===== config.mk =====
export PLATFORM = sky130hd
export DESIGN_NAME = multi_axis_bresenham_step_generator_top
export DESIGN_NICKNAME = d
export VERILOG_FILES = /design/src/hdl/mabsg_pkg.sv /design/src/hdl/mabsg_lane.sv /design/src/hdl/mabsg_merge.sv /design/src/hdl/mabsg_outbuf.sv /design/src/hdl/multi_axis_bresenham_step_generator_top.sv
export SDC_FILE = /design/constraint.sdc
export NUM_CORES = 1
export LEC_CHECK = 0
export ABC_AREA = 1
export BUFFER_PORTS_ARGS = -buffer_cell sky130_fd_sc_hd__buf_2
export CAP_MARGIN = 20
export CELL_PAD_IN_SITES_DETAIL_PLACEMENT = 1
export CELL_PAD_IN_SITES_GLOBAL_PLACEMENT = 2
export CORE_MARGIN = 3
export CORE_UTILIZATION = 39
export CTS_CLUSTER_DIAMETER = 60
export DETAILED_ROUTE_END_ITERATION = 6
export HOLD_SLACK_MARGIN = 0.05
export PLACE_DENSITY_LB_ADDON = 0.25
export SLEW_MARGIN = 20
export SYNTH_ARGS = -nofsm -noshare
export SYNTH_HDL_FRONTEND = slang
export SYNTH_HIERARCHICAL = 1
export SYNTH_SLANG_ARGS = --single-unit
export TNS_END_PERCENT = 30

===== constraint.sdc =====
create_clock -name clk -period 12.4 [get_ports clk]
set_clock_uncertainty 0.05 [all_clocks]
set_input_delay 2.48 -clock clk [delete_from_list [all_inputs] [get_ports clk]]
set_output_delay 2.48 -clock clk [all_outputs]
set_load 0.1 [all_outputs]

===== src/hdl/mabsg_pkg.sv =====
// Package for the multi-axis Bresenham step generator.
// Holds widths, operation and status codes, and the structs shared by the lane, merge, output buffer and top modules.
// No dependencies.
`timescale 1ns / 1ps
`default_nettype none

package mabsg_pkg;

    // Fixed configuration of the generator
    localparam int MAX_AXES  = 3;
    localparam int STEP_BITS = 24;
    localparam int MAG_W     = STEP_BITS - 1;
    localparam int ERR_W     = STEP_BITS + 1;
    localparam int AXIS_W    = 3;
    localparam int CFG_W     = 2;

    localparam logic [CFG_W-1:0] AXES_RESET = CFG_W'(3);
    localparam logic [MAG_W-1:0] MAG_MAX    = {MAG_W{1'b1}};

    // Operation codes of the func field
    localparam logic FUNC_TICK = 1'b0;
    localparam logic FUNC_LOAD = 1'b1;

    // Load status codes
    localparam logic STATUS_OK   = 1'b0;
    localparam logic STATUS_BUSY = 1'b1;

    // Per-lane control from the sequencer
    typedef struct packed {
        logic load;   // segment load accepted this cycle
        logic step;   // tick executes a step period this cycle
        logic live;   // lane index below the axes in use
        logic sel;    // lane enabled by the load's axis mask
    } lane_ctrl_t;

    // One result transaction
    typedef struct packed {
        logic              load_status;
        logic              running;
        logic [AXIS_W-1:0] step_pulses;
        logic [AXIS_W-1:0] dir_pins;
    } result_t;

endpackage : mabsg_pkg

`default_nettype wire


===== src/hdl/mabsg_lane.sv =====
// One axis lane: magnitude, error term and direction pin of a single axis.
// Computes the saturated magnitude on load and one Bresenham step per executed step period.
// Depends on mabsg_pkg.
`timescale 1ns / 1ps
`default_nettype none

module mabsg_lane
    import mabsg_pkg::*;
(
    input  wire logic                        clk,
    input  wire logic                        rst_n,
    input  wire lane_ctrl_t                  ctrl,
    input  wire logic signed [STEP_BITS-1:0] steps,
    input  wire logic        [MAG_W-1:0]     major_count,
    output logic             [MAG_W-1:0]     load_mag,
    output logic                             pulse,
    output logic                             dir_next
);

    logic        [MAG_W-1:0]     mag_reg, mag_next;
    logic signed [ERR_W-1:0]     err_reg, err_next;
    logic                        dir_reg;
    logic        [STEP_BITS-1:0] neg_steps;
    logic                        is_neg;
    logic signed [ERR_W-1:0]     err_sum;
    logic signed [ERR_W:0]       err_twice;
    logic signed [ERR_W:0]       major_ext;

    // Magnitude of the incoming count; most negative value saturates; zero for lanes not live or not selected
    always_comb
    begin
        is_neg    = steps[STEP_BITS-1];
        neg_steps = STEP_BITS'(-steps);
        if (!(ctrl.live && ctrl.sel))
            load_mag = '0;
        else if (!is_neg)
            load_mag = steps[MAG_W-1:0];
        else if (neg_steps[STEP_BITS-1])
            load_mag = MAG_MAX;
        else
            load_mag = neg_steps[MAG_W-1:0];
    end

    // Bresenham step: accumulate, compare twice the error with the major count
    always_comb
    begin
        err_sum   = err_reg + signed'({{(ERR_W-MAG_W){1'b0}}, mag_reg});
        err_twice = {err_sum, 1'b0};
        major_ext = signed'({{(ERR_W+1-MAG_W){1'b0}}, major_count});
        pulse     = 1'b0;
        mag_next  = mag_reg;
        err_next  = err_reg;
        dir_next  = dir_reg;
        if (ctrl.load)
        begin
            mag_next = load_mag;
            err_next = '0;
            if (ctrl.live && ctrl.sel)
                dir_next = !is_neg;
        end
        else if (ctrl.step && ctrl.live)
        begin
            if (err_twice >= major_ext)
            begin
                pulse    = 1'b1;
                err_next = err_sum - signed'({{(ERR_W-MAG_W){1'b0}}, major_count});
            end
            else
            begin
                err_next = err_sum;
            end
        end
    end

    always_ff @(posedge clk or negedge rst_n)
    begin
        if (!rst_n)
        begin
            mag_reg <= '0;
            err_reg <= '0;
            dir_reg <= 1'b0;
        end
        else
        begin
            mag_reg <= mag_next;
            err_reg <= err_next;
            dir_reg <= dir_next;
        end
    end

endmodule : mabsg_lane

`default_nettype wire


===== src/hdl/mabsg_merge.sv =====
// Merge stage: combines the lane findings into the major count and one result.
// Pure logic between the lanes and the output buffer.
// Depends on mabsg_pkg.
`timescale 1ns / 1ps
`default_nettype none

module mabsg_merge
    import mabsg_pkg::*;
(
    input  wire logic [MAX_AXES-1:0][MAG_W-1:0] lane_mag,
    input  wire logic [MAX_AXES-1:0]            lane_pulse,
    input  wire logic [MAX_AXES-1:0]            lane_dir,
    input  wire logic                           busy,
    input  wire logic                           step,
    output logic      [MAG_W-1:0]               major_max,
    output result_t                             result
);

    // Largest magnitude over the lanes
    always_comb
    begin
        major_max = '0;
        for (int i = 0; i < MAX_AXES; i++)
        begin
            if (lane_mag[i] > major_max)
                major_max = lane_mag[i];
        end
    end

    // Result assembly; pulses only count on an executed step period
    always_comb
    begin
        result             = '0;
        result.load_status = busy ? STATUS_BUSY : STATUS_OK;
        result.running     = step;
        result.step_pulses = AXIS_W'(step ? lane_pulse : '0);
        result.dir_pins    = AXIS_W'(lane_dir);
    end

endmodule : mabsg_merge

`default_nettype wire


===== src/hdl/mabsg_outbuf.sv =====
// Output register with a skid stage, two result transactions deep.
// The input side stalls only when the skid stage is occupied.
// Depends on mabsg_pkg.
`timescale 1ns / 1ps
`default_nettype none

module mabsg_outbuf
    import mabsg_pkg::*;
(
    input  wire logic    clk,
    input  wire logic    rst_n,
    input  wire logic    push,
    input  wire result_t push_data,
    output logic         full,
    output logic         out_valid,
    input  wire logic    out_stall,
    output result_t      out_data
);

    logic    main_valid_reg, main_valid_next;
    logic    skid_valid_reg, skid_valid_next;
    result_t main_data_reg,  main_data_next;
    result_t skid_data_reg,  skid_data_next;
    logic    take;

    assign take      = main_valid_reg && !out_stall;
    assign full      = skid_valid_reg;
    assign out_valid = main_valid_reg;
    assign out_data  = main_data_reg;

    // Refill the output register from the skid stage first, then from input
    always_comb
    begin
        main_valid_next = main_valid_reg;
        skid_valid_next = skid_valid_reg;
        main_data_next  = main_data_reg;
        skid_data_next  = skid_data_reg;
        if (skid_valid_reg)
        begin
            if (take)
            begin
                main_data_next  = skid_data_reg;
                skid_valid_next = 1'b0;
            end
        end
        else if (push)
        begin
            if (!main_valid_reg || take)
            begin
                main_data_next  = push_data;
                main_valid_next = 1'b1;
            end
            else
            begin
                skid_data_next  = push_data;
                skid_valid_next = 1'b1;
            end
        end
        else if (take)
        begin
            main_valid_next = 1'b0;
        end
    end

    always_ff @(posedge clk or negedge rst_n)
    begin
        if (!rst_n)
        begin
            main_valid_reg <= 1'b0;
            skid_valid_reg <= 1'b0;
        end
        else
        begin
            main_valid_reg <= main_valid_next;
            skid_valid_reg <= skid_valid_next;
        end
    end

    always_ff @(posedge clk)
    begin
        main_data_reg <= main_data_next;
        skid_data_reg <= skid_data_next;
    end

endmodule : mabsg_outbuf

`default_nettype wire


===== src/hdl/multi_axis_bresenham_step_generator_top.sv =====
// Results: each result is registered in the output register once its input transaction is accepted,
// or waits in the skid stage first while earlier results wait under output stall.
// Throughput: one transaction per cycle; three axis lanes step in parallel and the
// segment state updates in the accept cycle. Input stalls only while the
// output skid stage holds a result.
// Reset: async active low; segment idle, all axis state zero, axes_in_use = 3.
`timescale 1ns / 1ps
`default_nettype none

module multi_axis_bresenham_step_generator_top
    import mabsg_pkg::*;
(
    input  wire logic                        clk,
    input  wire logic                        rst_n,
    // input channel
    input  wire logic                        in_valid,
    output logic                             in_stall,
    input  wire logic                        func,
    input  wire logic signed [STEP_BITS-1:0] steps_axis0,
    input  wire logic signed [STEP_BITS-1:0] steps_axis1,
    input  wire logic signed [STEP_BITS-1:0] steps_axis2,
    input  wire logic        [AXIS_W-1:0]    axis_enable_mask,
    // output channel
    output logic                             out_valid,
    input  wire logic                        out_stall,
    output logic                             load_status,
    output logic                             running,
    output logic             [AXIS_W-1:0]    step_pulses,
    output logic             [AXIS_W-1:0]    dir_pins,
    // configuration channel
    input  wire logic                        cfg_valid,
    output logic                             cfg_ready,
    input  wire logic        [CFG_W-1:0]     cfg_data
);

    logic [CFG_W-1:0] axes_reg;
    logic             active_reg, active_next;
    logic [MAG_W-1:0] major_reg,  major_next;
    logic [MAG_W-1:0] ticks_reg,  ticks_next;

    logic                           accept;
    logic                           is_load;
    logic                           load_go;
    logic                           busy;
    logic                           tick_live;
    logic                           tick_end;
    logic                           tick_step;
    logic [CFG_W-1:0]               live_n;
    logic [MAX_AXES-1:0]            lane_live;
    lane_ctrl_t [MAX_AXES-1:0]      lane_ctrl;
    logic signed [MAX_AXES-1:0][STEP_BITS-1:0] lane_steps;
    logic [MAX_AXES-1:0][MAG_W-1:0] lane_mag;
    logic [MAX_AXES-1:0]            lane_pulse;
    logic [MAX_AXES-1:0]            lane_dir;
    logic [MAG_W-1:0]               major_max;
    result_t                        result;
    result_t                        out_data;
    logic                           buf_full;

    // Configuration register, always writable
    assign cfg_ready = 1'b1;

    always_ff @(posedge clk or negedge rst_n)
    begin
        if (!rst_n)
            axes_reg <= AXES_RESET;
        else if (cfg_valid && cfg_ready)
            axes_reg <= cfg_data;
    end

    // Number of live axes, clamped to one .. MAX_AXES
    always_comb
    begin
        live_n = axes_reg;
        if (live_n == '0)
            live_n = CFG_W'(1);
        else if (32'(live_n) > MAX_AXES)
            live_n = CFG_W'(MAX_AXES);
        for (int i = 0; i < MAX_AXES; i++)
            lane_live[i] = (i < 32'(live_n));
    end

    // Transaction decode
    assign in_stall  = buf_full;
    assign accept    = in_valid && !in_stall;
    assign is_load   = (func == FUNC_LOAD);
    assign load_go   = accept && is_load && !active_reg;
    assign busy      = accept && is_load && active_reg;
    assign tick_live = accept && (func == FUNC_TICK) && active_reg;
    assign tick_end  = tick_live && (ticks_reg >= major_reg);
    assign tick_step = tick_live && !(ticks_reg >= major_reg);

    assign lane_steps[0] = steps_axis0;
    assign lane_steps[1] = steps_axis1;
    assign lane_steps[2] = steps_axis2;

    // Axis lanes
    for (genvar g = 0; g < MAX_AXES; g++)
    begin : g_lane
        assign lane_ctrl[g].load = load_go;
        assign lane_ctrl[g].step = tick_step;
        assign lane_ctrl[g].live = lane_live[g];
        assign lane_ctrl[g].sel  = axis_enable_mask[g];

        mabsg_lane u_lane
        (
            .clk         (clk),
            .rst_n       (rst_n),
            .ctrl        (lane_ctrl[g]),
            .steps       (lane_steps[g]),
            .major_count (major_reg),
            .load_mag    (lane_mag[g]),
            .pulse       (lane_pulse[g]),
            .dir_next    (lane_dir[g])
        );
    end

    mabsg_merge u_merge
    (
        .lane_mag   (lane_mag),
        .lane_pulse (lane_pulse),
        .lane_dir   (lane_dir),
        .busy       (busy),
        .step       (tick_step),
        .major_max  (major_max),
        .result     (result)
    );

    // Segment sequencing
    always_comb
    begin
        active_next = active_reg;
        major_next  = major_reg;
        ticks_next  = ticks_reg;
        if (load_go)
        begin
            active_next = 1'b1;
            major_next  = major_max;
            ticks_next  = '0;
        end
        else if (tick_end)
        begin
            active_next = 1'b0;
        end
        else if (tick_step)
        begin
            ticks_next = ticks_reg + MAG_W'(1);
        end
    end

    always_ff @(posedge clk or negedge rst_n)
    begin
        if (!rst_n)
        begin
            active_reg <= 1'b0;
            major_reg  <= '0;
            ticks_reg  <= '0;
        end
        else
        begin
            active_reg <= active_next;
            major_reg  <= major_next;
            ticks_reg  <= ticks_next;
        end
    end

    mabsg_outbuf u_outbuf
    (
        .clk       (clk),
        .rst_n     (rst_n),
        .push      (accept),
        .push_data (result),
        .full      (buf_full),
        .out_valid (out_valid),
        .out_stall (out_stall),
        .out_data  (out_data)
    );

    assign load_status = out_data.load_status;
    assign running     = out_data.running;
    assign step_pulses = out_data.step_pulses;
    assign dir_pins    = out_data.dir_pins;

endmodule : multi_axis_bresenham_step_generator_top

`default_nettype wire


==> results, run 1 <==
- The flow ran to the end, and the final reports show no timing, DRC or antenna violations.
- The mean area per synthesized cell is between 6 and 7 um^2.
- The all-layer global routing usage is 0.2738.
- The I/O pin count is 94.
- The number of antenna diodes in the final layout is 0.
- The reported leakage power is 0.01635 uW.
- The flip-flop count of the largest register, all copies and words added is 75.
- The arrival time of the worst setup path is just over 8 ns.
- The post-layout minimum cycle time is 7.783 ns.
- The maximum ir drop on the vdd rail is around 0.14 mV.
- The initial antenna violation count is 6.
- The endpoint identified for the worst register-to-register timing path is major_reg[18]$_DFFE_PN0P_.
- The root buffer cell chosen for the clock tree is sky130_fd_sc_hd__clkbuf_16.
- The total number of placement rows is 94.
- The setup violation total in the final timing report is 0.
- The longest clock path from root to sink contains 3 buffers.
- The setup fix buffers added after clock tree synthesis is 0.
- The number of violations reported at the end of detailed-routing iteration 0 is 1419.
- The clock transition at the register clock pins on the worst setup and hold paths after CTS is 0.06 ns.
- The tightest slew margin relative to the limit is 0.3394.
- The count of fill cells added during filler insertion is 8980.
- The maximum level of the CTS H-tree is 2.
- In this run the remaining antenna-violating nets after routing total 0.
- The starting density of the core is 0.3954.
- In this run the tool buffered the top-level ports with about 90 buffer cells.
- The total number of clock tree sinks is between 200 and 250.
- TritonCTS created between 40 and 50 clock buffers.
- The post-cts sizing count is 0.
- The library cell used most frequently in the layout, excluding fill and tap cells, is sky130_fd_sc_hd__nand2_1.
- The reported max-cap violation count is 0.
- The number of global-route vias before repair is roughly 27000.
- On the critical path, the stage with the largest delay is an instance of sky130_fd_sc_hd__nand2_4.
- The startpoint type of the worst setup path is an input port.
- The path with the worst hold slack has its endpoint at g_lane[0].u_lane/err_reg[7]$_DFFE_PN0P_.
- Entering global routing, the biggest net connects a little under 90 pins.
- The floorplan step set the die height to 264.9 um.
- Using the TritonRoute via totals, the vias-per-cell ratio works out to roughly 5.2.
- The total grt overflow is 0.
- Measured in cells, the most critical reg-to-reg path has a length of 26.
- The count of nets after finishing is about 4500.
- The first detailed-routing pass ran for 5 iterations.
- The die boundary width is roughly 260 um.
- From synthesis to final layout, the design area changed by 9.665%.
- In this run the cell area of the synthesized design comes to 0.02614 mm^2.
- The type of the worst setup path is input port to register.
- The slew of the pin with the lowest slew margin is around 0.99 ns.
- The maximum fanout along the worst path is 24.
- In this run, distinct cell masters in the synthesized netlist total 65.
- The required time reported for the critical path endpoint is around 13 ns.
- The part of the cycle the worst path needs is 0.6276.
- In the final layout, the share of cells above drive strength 1 is 0.09024.
- The count of flip-flops with a built-in enable after synthesis is 16.
- The max-slew violation total from the final report came to 0.
- STA classifies the critical path endpoint as a register.
- The number of cells traversed by the worst hold path is 2.
- The die covers between 0.07 and 0.08 mm^2.
- The HPWL after detailed placement is ~79000 um.
- Detailed routing inserted a total of between 20000 and 30000 vias.
- The path class of the tightest hold or removal check is register to register.
- Setup repair after global routing left no endpoint under its margin.
- The flop and latch count out of synthesis is between 200 and 250.
- Leaving out fill and tap cells, the most frequent cells in the layout are sky130_fd_sc_hd__nand2_1 (1307), sky130_fd_sc_hd__inv_1 (594), sky130_fd_sc_hd__nand3_1 (350).
- The post-route setup TNS is 0 ns.
- The largest incremental delay on the critical path is a little over 0.5 ns.
- The reg-to-reg startpoint is axes_reg[1]$_DFFE_PN1P_.
- The async set or reset register ratio after synthesis is 0.9252.
- Synthesis handed over a netlist of around 4100 instances.
- In this run the power density over the cells is about 120 mW/mm^2.
- Of the synthesized area, sequential elements account for 0.2080.
- The final number of hold-violating endpoints is 0.
- Derived from the worst setup path, the maximum achievable clock frequency is 0.1285 GHz.
- Setup slack on the worst reg-to-reg path comes out at between 6 and 7 ns.
- The launch instance of the worst min-delay path is g_lane[0].u_lane/err_reg[7]$_DFFE_PN0P_.
- The remaining routing DRC violations is 0.
- The most prevalent standard cell on the critical path is sky130_fd_sc_hd__nand2_1.
- The final layout contains routed wiring with a total length of ~96000 um.
- The commonest register cell after synthesis is sky130_fd_sc_hd__dfrtp_1.
- The clock tree from TritonCTS is built.
- The synthesis warning total is 6.
- The floorplan core area is roughly 0.066 mm^2.
- The clock network latency to the later pin of the worst-skew pair is between 0.5 and 0.6 ns.
- The average wire per cell in the routed design is about 19 um.
- The routability congestion estimate is about 0.9.
- After clock tree synthesis, the flow added hold-fix buffers numbering 0.
- The first global-routing pass estimated around 150000 um of wire.
- The sum of internal, switching and leakage power is 3569 uW.
[through the flow]
step	cells	cell area (um^2)	hold WS, ns	util	worst slack, ns
finish	5064	28660	0.4302	0.4337	4.617
global route	5064	28660	0.4579	0.4337	3.989
CTS	5064	28660	0.4354	0.4337	4.775
detailed placement	4988	27200	0.4211	0.4115	4.146
global placement	4988	27200	0.4162	0.4115	4.415
floorplan	4111	26150	0.4029	-	5.877
[area by class of cell]
cell class              count  area [um^2]  share of cell area
clock inverters            27        380.4             0.01327
repair buffers            106        575.6             0.02008
well taps                 864         1081             0.03771
inverters                 615         2316             0.08080
flip-flops and latches    214         5438              0.1897
multi-input cells        3189        17790              0.6205
clock buffers              49         1086             0.03789
[Yosys cell counts, types with 7 or more instances]
library cell,n,area share
sky130_fd_sc_hd__o21ai_0,146,0.028
sky130_fd_sc_hd__buf_6,15,0.0065
sky130_fd_sc_hd__nor2_1,337,0.048
sky130_fd_sc_hd__a21oi_1,195,0.037
sky130_fd_sc_hd__nand2_1,1307,0.19
sky130_fd_sc_hd__xor2_1,107,0.036
sky130_fd_sc_hd__o21bai_1,24,0.0069
sky130_fd_sc_hd__nand3_4,10,0.0067
sky130_fd_sc_hd__nor3_1,34,0.0065
sky130_fd_sc_hd__nand3_1,350,0.067
sky130_fd_sc_hd__dfrtp_1,196,0.19
sky130_fd_sc_hd__nand4_1,67,0.016
sky130_fd_sc_hd__edfxtp_1,16,0.018
sky130_fd_sc_hd__inv_1,594,0.085
sky130_fd_sc_hd__a21o_1,12,0.0034
sky130_fd_sc_hd__a31oi_1,16,0.0038
sky130_fd_sc_hd__buf_4,19,0.0055
sky130_fd_sc_hd__a21oi_2,7,0.0023
sky130_fd_sc_hd__nand3b_1,18,0.0052
sky130_fd_sc_hd__nand3_2,36,0.014
sky130_fd_sc_hd__nand2_2,67,0.016
sky130_fd_sc_hd__xnor2_1,65,0.022
sky130_fd_sc_hd__nand2_4,7,0.0030
sky130_fd_sc_hd__buf_2,20,0.0038
sky130_fd_sc_hd__inv_2,10,0.0014
sky130_fd_sc_hd__clkbuf_1,30,0.0043
sky130_fd_sc_hd__nor3_2,8,0.0031
sky130_fd_sc_hd__nor2_2,16,0.0038
sky130_fd_sc_hd__clkinv_1,7,0.0010
sky130_fd_sc_hd__ha_1,277,0.13
sky130_fd_sc_hd__o21ai_1,12,0.0023
[critical path, delay by kind of cell]
kind                     cells  cell delay (ns)
AND/OR/NAND/NOR             27             4.17
buffers and inverters        5             0.76
adder cells (fa/ha/maj)      3             0.65
AO/OA/AOI/OAI                1             0.12
[where the power goes]
group	leakage [uW]	total [uW]	internal, uW	switching [uW]
Sequential	0.00277	866	784	81.5
Clock	0.000717	1240	781	455
Combinational	0.0129	1470	445	1020
[logic make-up after synthesis]
group,synth area share
other,0.0001435
muxes,0.0008616
adders and majority gates,0.1372
AOI/OAI and AO/OA,0.09296
and+or+nand+nor,0.3905
xor gates and xnor gates,0.05764
buffers and inverters,0.1127
DFF,0.2080
[per-layer routing]
metal | share of wire | up-vias | global-route usage
met1 | 0.47 | 12490 | 0.3699
met4 | 0.030 | 6 | 0.08300
met3 | 0.045 | 122 | 0.03638
met5 | 0.00043 | - | 0
li1 | - | 13280 | -
met2 | 0.45 | 440 | 0.4561
[worst max path at each step]
stage | start | end | slack (ns) | depth (start not counted)
after detailed placement | steps_axis0[0] | major_reg[14]$_DFFE_PN0P_ | 4.15 | 36
final | steps_axis0[0] | major_reg[18]$_DFFE_PN0P_ | 4.62 | 36
after global routing | steps_axis0[0] | major_reg[16]$_DFFE_PN0P_ | 3.99 | 36
after CTS | steps_axis0[0] | major_reg[11]$_DFFE_PN0P_ | 4.78 | 36
after floorplan | steps_axis0[0] | major_reg[13]$_DFFE_PN0P_ | 5.88 | 37
after global placement | steps_axis0[0] | major_reg[17]$_DFFE_PN0P_ | 4.41 | 36
(Power assumes the default switching activity.)
==> inputs of run 2 (changes only) <==
--- a/config.mk
+++ b/config.mk
@@ -5,13 +5,13 @@
 export SDC_FILE = /design/constraint.sdc
 export NUM_CORES = 1
 export LEC_CHECK = 0
-export ABC_AREA = 1
+export ABC_AREA = 0
 export BUFFER_PORTS_ARGS = -buffer_cell sky130_fd_sc_hd__buf_2
 export CAP_MARGIN = 20
 export CELL_PAD_IN_SITES_DETAIL_PLACEMENT = 1
 export CELL_PAD_IN_SITES_GLOBAL_PLACEMENT = 2
 export CORE_MARGIN = 3
-export CORE_UTILIZATION = 39
+export CORE_UTILIZATION = 36
 export CTS_CLUSTER_DIAMETER = 60
 export DETAILED_ROUTE_END_ITERATION = 6
 export HOLD_SLACK_MARGIN = 0.05
==> constraint.sdc (replaced) <==
create_clock -name clk -period 6.55 [get_ports clk]
set_clock_uncertainty 0.05 [all_clocks]
set_input_delay 1.31 -clock clk [delete_from_list [all_inputs] [get_ports clk]]
set_output_delay 1.31 -clock clk [all_outputs]
set_load 0.1 [all_outputs]
==> run 2 against run 1 <==
Effect of this change: the flow now finishes with violations (negative setup slack); sequential power grew 140%; final cell count shrank 23%; die area shrank 5.8%; critical endpoint is now major_reg[0]$_DFFE_PN0P_; clock power grew 66%; cell area shrank 4.2%; synthesized cell count shrank 34%; sequential share of layout area grew 0.83 points.
==> results, run 2 <==
- The synthesis warning total is 6 (unchanged).
- The setup violation total in the final timing report was 23 (+23).
- The most used flip-flop cell after synthesis is sky130_fd_sc_hd__dfrtp_1.
- The slowest cell on the critical path is sky130_fd_sc_hd__or3b_4.
- The async set or reset register ratio after synthesis is 0.9252 (unchanged).
- The ratio of routed vias to standard cells is 5.808 (+12%).
- The die boundary width came to 257.1 um (-2.9%).
- The routability congestion estimate is 0.8868 (-0.79%).
- The leading cell type in the layout, fill and taps excluded is sky130_fd_sc_hd__ha_1.
- The number of global-route vias before repair came to 23750 (-13%).
- After synthesis, the cell types taking the most area are sky130_fd_sc_hd__dfrtp_1 (22%), sky130_fd_sc_hd__ha_1 (15%), sky130_fd_sc_hd__a21oi_1 (4.7%).
- The register cell area after layout came to 0.005438 mm^2 (unchanged).
- The count of flip-flops with a built-in enable after synthesis is 16 (unchanged).
- The mean area per synthesized cell is 8.310 um^2 (+31%).
- Setup repair after global routing could not meet its margin everywhere.
- The starting density of the core is 0.3657 (-0.02971).
- The reported max-cap violation count was 0 (unchanged).
- The count of fill cells added during filler insertion was 7433 (-17%).
- The total number of placement rows is 91 (-3.2%).
- The clock network latency to the later pin of the worst-skew pair is 0.55 ns (-0.04 ns).
- The HPWL after detailed placement is 70710 um (-10%).
- The final number of hold-violating endpoints was 0 (unchanged).
- The sequential area share after synthesis came to 0.2396 (+0.03157).
- The largest total area in the synthesized netlist belongs to sky130_fd_sc_hd__dfrtp_1.
- The clock transition at the register clock pins on the worst setup and hold paths after CTS is 0.05 ns (about the same).
- The layout-stage area growth over the synthesis result is 21.03%.
- The largest incremental delay on the critical path is 0.37 ns (-0.14 ns).
- The tree is rooted in a sky130_fd_sc_hd__clkbuf_16.
- The tightest slew margin relative to the limit was 0.3422 (+0.002760).
- The type of the worst setup path is input port to register.
- The maximum level of the CTS H-tree is 2 (unchanged).
- The most prevalent standard cell on the critical path is sky130_fd_sc_hd__or3_4.
- The worst setup path is captured at a register.
- The all-layer global routing usage is 0.2628 (-0.01097).
- The maximum fanout along the worst path is 21 (-13%).
- The global-route wire length before repair was 137200 um (-9.7%).
- The post-synthesis share of cell area spent on and, or, nand and nor gates is 0.1894 (-0.2011).
- The floorplan core area was 0.06205 mm^2 (-6.1%).
- The power per cell area is 473.7 mW/mm^2 (+280%).
- The arrival time of the worst setup path is 7.63 ns (-0.58 ns).
- The checks that failed: negative setup slack.
- The gate count of the mapped netlist was 2731 (-34%).
- The number of detailed-routing iterations run before antenna repair is 5 (unchanged).
- The initial antenna violation count is 2 (-4).
- The main combinational cell family by area after synthesis is compound AO/OA/AOI/OAI gates.
- The remaining routing DRC violations is 0 (unchanged).
- The flow ran to the end, but the final reports show violations.
- The count of nets after finishing is 3385 (-25%).
- The flop and latch count out of synthesis was 214 (unchanged).
- The hold buffer count at cts is 0 (unchanged).
- The cell area after layout is 0.02747 mm^2 (-4.2%).
- The I/O pin count came to 94 (unchanged).
- The final-layout worst hold slack is 0.4623 ns (+0.03216 ns).
- The residual antenna-violating net count after detailed routing is 0 (unchanged).
- The area fraction in compound gates after synthesis is 0.2533 (+0.1604).
- The layout cell share with drive strength beyond 1 is 0.2076 (+0.1174).
- The required time reported for the critical path endpoint came to 6.94 ns (-5.89 ns).
- The number of buffers inserted during clock tree synthesis came to 38 (-7.3%).
- The fraction of synthesized cell area taken by the top area cell type is 0.2161 (+0.02842).
- The total number of clock tree sinks is 214 (unchanged).
- The most numerous cell in the Yosys netlist is sky130_fd_sc_hd__ha_1.
- STA classifies the critical path startpoint as an input port.
- The count of input and output buffers came to 92 (unchanged).
- The part of the cycle the worst path needs is 1.106.
- The slew of the pin with the lowest slew margin is 0.9743 ns (-0.01506 ns).
- The average wire per cell in the routed design is 22.90 um (+21%).
- The max-slew violation total from the final report is 0 (unchanged).
- The total grt overflow is 0 (unchanged).
- The die area is 0.06609 mm^2 (-5.8%).
- The number of violations reported at the end of detailed-routing iteration 0 is 1132 (-20%).
- The area of combinational cells with multiple inputs is 0.01630 mm^2 (-8.3%).
- The reported leakage power was 0.01261 uW (-23%).
- Counting instances in the post-synthesis netlist gives the leading cell types as sky130_fd_sc_hd__ha_1 (277), sky130_fd_sc_hd__nor2_1 (245), sky130_fd_sc_hd__nand2_1 (228).
- The cell area after placement is 0.02577 mm^2 (-5.2%).
- The top cell types in the final layout, fill and taps aside, are sky130_fd_sc_hd__ha_1 (273), sky130_fd_sc_hd__buf_4 (249), sky130_fd_sc_hd__nor2_1 (240).
- The area share of xor/xnor cells in the synthesized design is 0.04014 (-0.01750).
- The maximum ir drop on the vdd rail came to 0.2725 mV (+95%).
- The routed wire length came to 88980 um (-7.5%).
- The routed design could run at a clock period as short as approximately 7.2 ns.
- The die height is 257.1 um (-2.9%).
- The least setup slack across all paths after layout came to -0.6967 ns (-5.314 ns).
- The distinct cell type count of the synthesized netlist is 101 (+55%).
- The adder-cell share of the synthesized area is 0.1580 (+0.02082).
- TritonCTS built the clock tree.
- The flip-flop count of the largest register, all copies and words added was 75 (unchanged).
- The antenna diode count is 0 (unchanged).
- The maximum number of pins on one net before global-route repair is 128 (+44%).
- The count of vias placed by the detailed router was 22570 (-14%).
- The number of buffers on the longest clock path was 3 (unchanged).
- The mapped cell area is 0.02269 mm^2 (-13%).
- The post-placement worst setup slack was -1.203 ns (-5.349 ns).
- The path class of the lowest-slack min-delay path is register to register.
- Timing would allow up to between 0.1 and 0.15 GHz.
- The slack of the worst reg-to-reg path was 0.39 ns (-6.14 ns).
- The mux contribution to synthesized area came to 0.06583 (+0.06497).
run 2: changes by cell type after synthesis, moves of 72 or more:
cell                      delta
sky130_fd_sc_hd__mux2_2     +72
sky130_fd_sc_hd__inv_1     -405
sky130_fd_sc_hd__nand2_1  -1079
sky130_fd_sc_hd__nor2_1     -92
sky130_fd_sc_hd__nand3_1   -291
sky130_fd_sc_hd__o21a_1     +82
run 2: layout make-up:
class / instances / area share
Timing Repair Buffer: 356 / 0.09648
Clock inverter: 19 / 0.006879
Tap cell: 837 / 0.03813
Sequential cell: 214 / 0.1980
Inverter: 190 / 0.02679
Clock buffer: 51 / 0.04018
Multi-Input combinational cell: 2219 / 0.5936
run 2: cells by family after synthesis:
family | count (synthesis)
other cells | 1
flops | 214
xor+xnor | 104
buf+inv | 302
simple gates | 853
mux | 136
compound gates | 838
fa+ha+maj | 283
run 2: worst max-delay path: cells and delay by family:
| kind | cells | cell delay [ns] |
|---|---|---|
| buffers and inverters | 6 | 0.78 |
| AOI/OAI and AO/OA | 10 | 1.55 |
| muxes | 2 | 0.45 |
| adders and majority gates | 3 | 0.78 |
| and+or+nand+nor | 11 | 2.74 |
run 2: timing repair:
item	4_1_cts	5_1_grt
resized for setup	11	41
setup endpoints to repair	23	23
cloned	1	2
buffers inserted	7	9
pin swaps	8	18
run 2: final timing paths:
path                                                               start                                        to  cells past startpoint
min in group asynchronous                                          rst_n        g_lane[0].u_lane/dir_reg$_DFF_PN0_                      1
max in group asynchronous                                          rst_n  g_lane[2].u_lane/err_reg[15]$_DFFE_PN0P_                      2
worst min register to register  g_lane[2].u_lane/mag_reg[15]$_DFFE_PN0P_  g_lane[2].u_lane/mag_reg[15]$_DFFE_PN0P_                      1
worst max-delay path                                      steps_axis1[0]                  major_reg[0]$_DFFE_PN0P_                     32
worst min-delay path            g_lane[2].u_lane/mag_reg[15]$_DFFE_PN0P_  g_lane[2].u_lane/mag_reg[15]$_DFFE_PN0P_                      1
worst max register to register   g_lane[0].u_lane/mag_reg[0]$_DFFE_PN0P_  g_lane[0].u_lane/err_reg[20]$_DFFE_PN0P_                     22
run 2: where the power goes:
part           switching (uW)  total, uW  internal (uW)
combinational            5320       8830           3510
clock                     787       2060           1280
sequential                400       2110           1710
run 2: per-layer routing:
layer / vias up / global-route usage / wire (um)
met2: 360 / 0.4515 / 43100
met1: 11350 / 0.3299 / 39190
li1: 10680 / - / -
met4: 0 / 0.1082 / 3559
met5: - / 0 / 0
met3: 174 / 0.03799 / 3126
run 2: stage by stage:
stage | util | instances | TNS, ns | total power, uW
2_1_floorplan | - | 2735 | -9.769 | 8328
4_1_cts | 0.4384 | 3874 | -11.61 | 12980
5_1_grt | 0.4426 | 3886 | -20.44 | 14150
3_3_place_gp | 0.4153 | 3796 | -23.45 | 10460
6_report | 0.4426 | 3886 | -14.98 | 13010
3_5_place_dp | 0.4153 | 3796 | -25.96 | 10780
